## src/hdl/swm_pkg.sv

```systemverilog
package swm_pkg;

    localparam int WINDOW = 5;
    localparam int SMP_W  = 32;
    localparam int IDX_W  = (WINDOW > 1) ? $clog2(WINDOW) : 1;
    localparam int CNT_W  = $clog2(WINDOW + 1);

    typedef struct packed {
        logic             load;
        logic             shift;
        logic [CNT_W-1:0] fill;
        logic [IDX_W-1:0] k;
    } t_cell_ctl;

endpackage

```

## src/hdl/swm_cell.sv

```systemverilog
module swm_cell import swm_pkg::*; (
    input  logic                    i_clk,
    input  logic                    i_rst_n,
    input  t_cell_ctl               i_ctl,
    input  logic [IDX_W-1:0]        i_idx,
    input  logic                    i_wr,
    input  logic signed [SMP_W-1:0] i_sample,
    input  logic signed [SMP_W-1:0] i_nb_val,
    input  logic [IDX_W-1:0]        i_nb_idx,
    output logic signed [SMP_W-1:0] o_trv_val,
    output logic [IDX_W-1:0]        o_trv_idx,
    output logic signed [SMP_W-1:0] o_smp,
    output logic                    o_sel
);

    logic signed [SMP_W-1:0] r_smp;
    logic signed [SMP_W-1:0] r_trv_val;
    logic [IDX_W-1:0]        r_trv_idx;
    logic [IDX_W-1:0]        r_rank;
    logic                    w_trv_vld;
    logic                    w_hit;

    // ties broken by slot index so ranks are unique
    assign w_trv_vld = CNT_W'(r_trv_idx) < i_ctl.fill;
    assign w_hit     = w_trv_vld &&
                       ((r_trv_val < r_smp) || ((r_trv_val == r_smp) && (r_trv_idx < i_idx)));

    always_ff @(posedge i_clk) begin
        if (!i_rst_n) begin
            r_smp <= '0;
        end else if (i_ctl.load && i_wr) begin
            r_smp <= i_sample;
        end
    end

    always_ff @(posedge i_clk) begin
        if (i_ctl.load) begin
            r_trv_val <= i_wr ? i_sample : r_smp;
            r_trv_idx <= i_idx;
            r_rank    <= '0;
        end else if (i_ctl.shift) begin
            r_trv_val <= i_nb_val;
            r_trv_idx <= i_nb_idx;
            r_rank    <= r_rank + IDX_W'(w_hit);
        end
    end

    assign o_trv_val = r_trv_val;
    assign o_trv_idx = r_trv_idx;
    assign o_smp     = r_smp;
    assign o_sel     = (r_rank == i_ctl.k) && (CNT_W'(i_idx) < i_ctl.fill);

endmodule

```

## src/hdl/sliding_window_median_core.sv

```systemverilog
// Median filter over a sliding window of WINDOW signed 32-bit samples. Each input word
// (op 0) writes its sample into the next slot of the window and returns the median of
// the valid samples; while the window fills, only samples seen so far count, and an even
// count gives the upper median. op 1 seeds every slot with the sample and marks the window
// full. Every word gives exactly one result word, with a flag for a full window. The samples
// sit in a ring of WINDOW cells; copies circulate around the ring one cell per cycle while
// each cell counts how many samples rank below its own. A word is written as the copies
// load, the copies circulate once around the ring, and the median is then loaded into the
// output register once the output side is free; no new word is taken until that is done.
module sliding_window_median_core import swm_pkg::*; (
    input  logic                    i_clk,
    input  logic                    i_rst_n,
    input  logic                    i_valid,
    output logic                    o_stall,
    input  logic                    i_op,
    input  logic signed [SMP_W-1:0] i_sample,
    output logic                    o_valid,
    input  logic                    i_stall,
    output logic signed [SMP_W-1:0] o_median,
    output logic                    o_window_full
);

    typedef enum logic [2:0] {
        S_IDLE = 3'b001,
        S_RANK = 3'b010,
        S_DONE = 3'b100
    } t_state;

    t_state                  r_state, n_state;
    logic [IDX_W-1:0]        r_step, n_step;
    logic [IDX_W-1:0]        r_wp, n_wp;
    logic [CNT_W-1:0]        r_fill, n_fill;
    logic                    r_out_vld, n_out_vld;
    logic signed [SMP_W-1:0] r_median;
    logic                    r_full;

    logic                    w_accept;
    logic                    w_out_free;
    logic                    w_out_load;
    logic [WINDOW-1:0]       w_wr;
    logic [WINDOW-1:0]       w_sel;
    logic signed [SMP_W-1:0] w_trv_val [WINDOW];
    logic [IDX_W-1:0]        w_trv_idx [WINDOW];
    logic signed [SMP_W-1:0] w_smp     [WINDOW];
    logic signed [SMP_W-1:0] w_med;
    t_cell_ctl               w_ctl;

    assign o_stall    = (r_state != S_IDLE);
    assign w_accept   = i_valid && !o_stall;
    assign w_out_free = !r_out_vld || !i_stall;
    assign w_out_load = (r_state == S_DONE) && w_out_free;

    assign w_ctl.load  = w_accept;
    assign w_ctl.shift = (r_state == S_RANK);
    assign w_ctl.fill  = r_fill;
    assign w_ctl.k     = IDX_W'(r_fill >> 1);

    always_comb begin
        for (int i = 0; i < WINDOW; i++) begin
            w_wr[i] = i_op || (r_wp == IDX_W'(i));
        end
    end

    for (genvar g = 0; g < WINDOW; g++) begin : g_cell
        localparam int NB = (g + 1) % WINDOW;
        swm_cell u_cell (
            .i_clk     (i_clk),
            .i_rst_n   (i_rst_n),
            .i_ctl     (w_ctl),
            .i_idx     (IDX_W'(g)),
            .i_wr      (w_wr[g]),
            .i_sample  (i_sample),
            .i_nb_val  (w_trv_val[NB]),
            .i_nb_idx  (w_trv_idx[NB]),
            .o_trv_val (w_trv_val[g]),
            .o_trv_idx (w_trv_idx[g]),
            .o_smp     (w_smp[g]),
            .o_sel     (w_sel[g])
        );
    end

    always_comb begin
        w_med = '0;
        for (int i = 0; i < WINDOW; i++) begin
            if (w_sel[i]) begin
                w_med = w_med | w_smp[i];
            end
        end
    end

    always_comb begin
        n_state   = r_state;
        n_step    = r_step;
        n_wp      = r_wp;
        n_fill    = r_fill;
        n_out_vld = (r_out_vld && i_stall) || w_out_load;
        case (r_state)
            S_IDLE: begin
                if (w_accept) begin
                    n_state = S_RANK;
                    n_step  = '0;
                    if (i_op) begin
                        n_wp   = '0;
                        n_fill = CNT_W'(WINDOW);
                    end else begin
                        n_wp = (r_wp == IDX_W'(WINDOW - 1)) ? '0 : r_wp + 1'b1;
                        if (r_fill != CNT_W'(WINDOW)) begin
                            n_fill = r_fill + 1'b1;
                        end
                    end
                end
            end
            S_RANK: begin
                n_step = r_step + 1'b1;
                if (r_step == IDX_W'(WINDOW - 1)) begin
                    n_state = S_DONE;
                end
            end
            S_DONE: begin
                if (w_out_free) begin
                    n_state = S_IDLE;
                end
            end
            default: begin
                n_state = S_IDLE;
            end
        endcase
    end

    always_ff @(posedge i_clk) begin
        if (!i_rst_n) begin
            r_state   <= S_IDLE;
            r_step    <= '0;
            r_wp      <= '0;
            r_fill    <= '0;
            r_out_vld <= 1'b0;
        end else begin
            r_state   <= n_state;
            r_step    <= n_step;
            r_wp      <= n_wp;
            r_fill    <= n_fill;
            r_out_vld <= n_out_vld;
        end
    end

    always_ff @(posedge i_clk) begin
        if (w_out_load) begin
            r_median <= w_med;
            r_full   <= (r_fill == CNT_W'(WINDOW));
        end
    end

    assign o_valid       = r_out_vld;
    assign o_median      = r_median;
    assign o_window_full = r_full;

    a_sel_onehot: assert property (@(posedge i_clk) disable iff (!i_rst_n)
        (r_state == S_DONE) |-> $onehot(w_sel))
        else $error("median select not one-hot");

    a_fill_range: assert property (@(posedge i_clk) disable iff (!i_rst_n)
        (r_fill <= CNT_W'(WINDOW)) && (r_wp <= IDX_W'(WINDOW - 1)))
        else $error("fill count or write position out of range");

    a_accept_rank: assert property (@(posedge i_clk) disable iff (!i_rst_n)
        w_accept |=> (r_state == S_RANK) && (r_fill != '0))
        else $error("accepted word did not start ranking");

    a_out_load: assert property (@(posedge i_clk) disable iff (!i_rst_n)
        w_out_load |=> o_valid && (o_window_full == (r_fill == CNT_W'(WINDOW))))
        else $error("output word not loaded");

endmodule

```

## config.mk

```make
export PLATFORM = sky130hd
export DESIGN_NAME = sliding_window_median_core
export DESIGN_NICKNAME = d
export VERILOG_FILES = /design/src/hdl/swm_pkg.sv /design/src/hdl/swm_cell.sv /design/src/hdl/sliding_window_median_core.sv
export SDC_FILE = /design/constraint.sdc
export NUM_CORES = 1
export LEC_CHECK = 0
export BUFFER_PORTS_ARGS = -buffer_cell sky130_fd_sc_hd__buf_4
export CAP_MARGIN = 40
export CELL_PAD_IN_SITES_DETAIL_PLACEMENT = 2
export CELL_PAD_IN_SITES_GLOBAL_PLACEMENT = 2
export CORE_ASPECT_RATIO = 0.9
export CORE_MARGIN = 2
export CORE_UTILIZATION = 44
export DETAILED_ROUTE_END_ITERATION = 12
export HOLD_SLACK_MARGIN = 0.08
export PLACE_DENSITY_LB_ADDON = 0.1
export RECOVER_POWER = 100
export SKIP_LAST_GASP = 1
export SYNTH_ARGS = -nofsm -noshare
export SYNTH_HDL_FRONTEND = slang
export SYNTH_HIERARCHICAL = 1
export SYNTH_SLANG_ARGS = --single-unit
```

## constraint.sdc

```tcl
create_clock -name i_clk -period 4.9 [get_ports i_clk]
set_input_delay 0.735 -clock i_clk [delete_from_list [all_inputs] [get_ports i_clk]]
set_output_delay 0.735 -clock i_clk [all_outputs]
set_load 0.05 [all_outputs]
```

==> results by group <==
GRT
  • Initial antenna violation count: 4
  • GRT Total Usage: 0.355
  • GR Overflow Total: 0
  • Vias in the first global route: 21511
  • Largest net degree at the start of global routing: 85
  • Global-route wire length before repair: 140000 µm

STA
  • Tmin final: 4.60 ns
  • Final Hold Fails: 0
  • Period utilization: 0.939
  • RSZ-0062 raised after global routing: no
  • Fin Clk Skew: 0.0271 ns
  • Slew Limit Fails: 431
  • Worst Max-Slew Pin Slew: 3.60 ns
  • Final setup fails: 0
  • Fmax: 217 MHz
  • Rel. slew slack: -1.40
  • Fin Setup TNS: 0 ns

Clock tree
  • CTS buffer count: 46
  • CTS tree: built
  • Clock sinks: 396
  • Htree depth: 2
  • Clock Tree Buf Depth: 3
  • Reg clk slew, reported paths: 0.07 ns
  • Post-CTS Setup Bufs: 0
  • Gates resized, CTS repair: 0
  • Root Buffer: clkbuf_16
  • Worst skew pair latency: 0.60 ns
  • Post-CTS Hold Fix Bufs: 0

Drt
  • DRC violations left: 0
  • Initial drt markers: 1878
  • Vias/cell: 6.16
  • Routed vias: 19886
  • Detailed-router iteration count before antenna repair: 9
  • Antenna viol nets, final: 0
  • Drt total wl: 95100 µm
  • Wire per inst: 29.5 µm

Layout
  • Area of the multi-input gates: 11600 µm²
  • Post-layout nets: 2755
  • Area Growth Syn to Fin: 12.8%
  • Seq. cell area: 10000 µm²
  • Layout filler cell count: 5310
  • Final Instance Area: 25600 µm²
  • Final core utilization: 0.505
  • Layout cell share with drive strength beyond 1: 0.0719
  • Post-Layout Cell Count: 3227

Worst setup path
  • Crit path max-delay family: compound AO/OA/AOI/OAI gates
  • Critical Path End Type: register
  • Critical path peak fanout: 17
  • Crit-path max cell delay: 1.18 ns
  • Worst r2r src: r_fill[1]
  • Crit path DAT: 5.03 ns
  • CP startpoint: r_fill[1]
  • Buf/Inv on CP: 2
  • CP max-delay cell: a21oi_2
  • Critical path class: register to register
  • Crit-path cells: inv_1 -> ha_1 -> a21o_1 -> a21oi_2 -> clkbuf_1 -> a222oi_1 -> nand2_1
  • Crit start category: register
  • CP required: 5.33 ns

Yosys
  • Post-synth ARST share: 0
  • Synthesized area: 22700 µm²
  • Syn. warnings: 6
  • Synth cell types: 56
  • Syn Inst Count: 2425
  • Post-Syn Area per Cell: 9.35 µm²
  • Top_reg_cell synth: edfxtp_1
  • Yosys reg bits: 396
  • Sequential cell area fraction in the yosys report: 0.442
  • EDFF count, synth: 208

Die
  • Core Box Area: 50700 µm²
  • Row cnt: 78
  • I/O pins: 72
  • Initial Util: 0.448
  • Die area: 53400 µm²
  • Die width: 243 µm
  • Chip Height: 219 µm

Power and ir drop
  • Power Density: 375 nW/µm²
  • Max VDD drop: 0.283 mV
  • Pleak: 10.2 nW

Outcome
  • Violated checks: capacitance limit, slew limit
  • Status: complete, but fails checks

Placed design
  • Routability cong.: 0.866
  • DP Cell Count: 3141
  • Port Buffers: 71
  • Hpwl dp: 63000 µm
  • Dpl cell area: 24300 µm²

Hold path
  • Worst hold path class: input pin to register
  • Startpoint of the worst hold path: i_stall

Job
  • Max Cap Viol: 15
-- where the power goes --
group	switching, W	internal (W)
registers	0.000234	0.00382
logic	0.00129	0.000624
clock network	0.00152	0.00211
total	0.00304	0.00655
-- logic make-up after synthesis --
| logic type | share of synthesized area |
|---|---|
| buffers and inverters | 0.0558 |
| AOI/OAI and AO/OA | 0.161 |
| DFF | 0.442 |
| other | 0.000331 |
| adders and majority gates | 0.115 |
| muxes | 0.0825 |
| xor gates and xnor gates | 0.00811 |
| and+or+nand+nor | 0.136 |
-- metrics by stage --
stage	worst slack [ns]	total power [W]	hold slack [ns]
finish	0.300	0.00959	0.459
detailed placement	1.23	0.00592	0.486
CTS	0.904	0.00958	0.440
global placement	1.19	0.00577	0.457
floorplan	2.13	0.00506	0.444
global route	0.401	0.00991	0.479
-- synthesized netlist by cell type (all sizes together), types with 5 or more instances --
cell | number | area share
a21oi | 228 | 0.050
nor2 | 192 | 0.032
and2 | 10 | 0.0028
clkbuf | 107 | 0.018
o21ai | 25 | 0.0055
dfxtp | 188 | 0.17
nand4 | 31 | 0.0086
a211oi | 10 | 0.0033
mux2i | 170 | 0.075
edfxtp | 208 | 0.28
xor2 | 21 | 0.0081
or4 | 15 | 0.0050
nor4 | 10 | 0.0028
nand2 | 410 | 0.068
buf | 21 | 0.0046
a222oi | 32 | 0.014
a21boi | 163 | 0.054
inv | 202 | 0.033
a211o | 5 | 0.0019
a221o | 5 | 0.0022
o211ai | 5 | 0.0017
nand3 | 11 | 0.0024
or2 | 11 | 0.0030
a22oi | 32 | 0.011
nor2b | 6 | 0.0017
a221oi | 10 | 0.0039
a21o | 29 | 0.0096
mux2 | 15 | 0.0075
o21bai | 5 | 0.0017
nand2b | 16 | 0.0044
ha | 209 | 0.12
-- state kept, by name, summed over array words and instances (netlist names) --
| register | count |
|---|---|
| g_cell.u_cell/o_smp | 160 |
| g_cell.u_cell/o_trv_idx | 15 |
| g_cell.u_cell/o_trv_val | 160 |
| g_cell.u_cell/r_rank | 15 |
| o_median | 32 |
| o_valid | 1 |
| o_window_full | 1 |
| r_fill | 3 |
| r_state | 3 |
| r_step | 3 |
| r_wp | 3 |
-- worst register-to-register path: stages, from the launching register on --
cell      delay, ns
dfxtp_1        0.81
inv_1          0.17
ha_1           0.34
a21o_1         0.18
a21oi_2        1.18
clkbuf_1       1.17
a222oi_1       0.39
nand2_1        0.20
-- path summary, 6_finish.rpt --
kind | cells after the start | slack (ns) | end
worst max-delay path | 7 | 0.30 | o_median[5]
worst min-delay path | 3 | 0.46 | o_valid
worst max register to register | 7 | 0.30 | o_median[5]
worst min register to register | 2 | 0.50 | r_step[1]
-- routing by layer --
metal / GRT usage / share of wire / vias up
li1: - / - / 8640
met1: 0.467 / 0.43 / 10312
met2: 0.578 / 0.46 / 751
met3: 0.0702 / 0.078 / 181
met4: 0.130 / 0.035 / 2
met5: 0.00460 / 0.00014 / -
-- cell type report --
type	count	share of cell area
diodes	2	0.000196
well taps	680	0.0333
inverters	202	0.0299
repair buffers	116	0.0296
clock buffers	64	0.0521
multi-input cells	1747	0.455
clock inverters	20	0.00827
flip-flops and latches	396	0.391
-- cells in the final DEF, fill, tap and decap left out, types with 48 or more instances in the layout --
cell / n
inv_1: 201
buf_4: 51
a21oi_1: 223
clkbuf_16: 48
dfxtp_1: 188
nor2_1: 192
mux2i_1: 170
nand2_1: 406
a21boi_0: 163
conb_1: 50
clkbuf_1: 59
ha_1: 209
edfxtp_1: 208
Power figures use the tool's default switching activity.
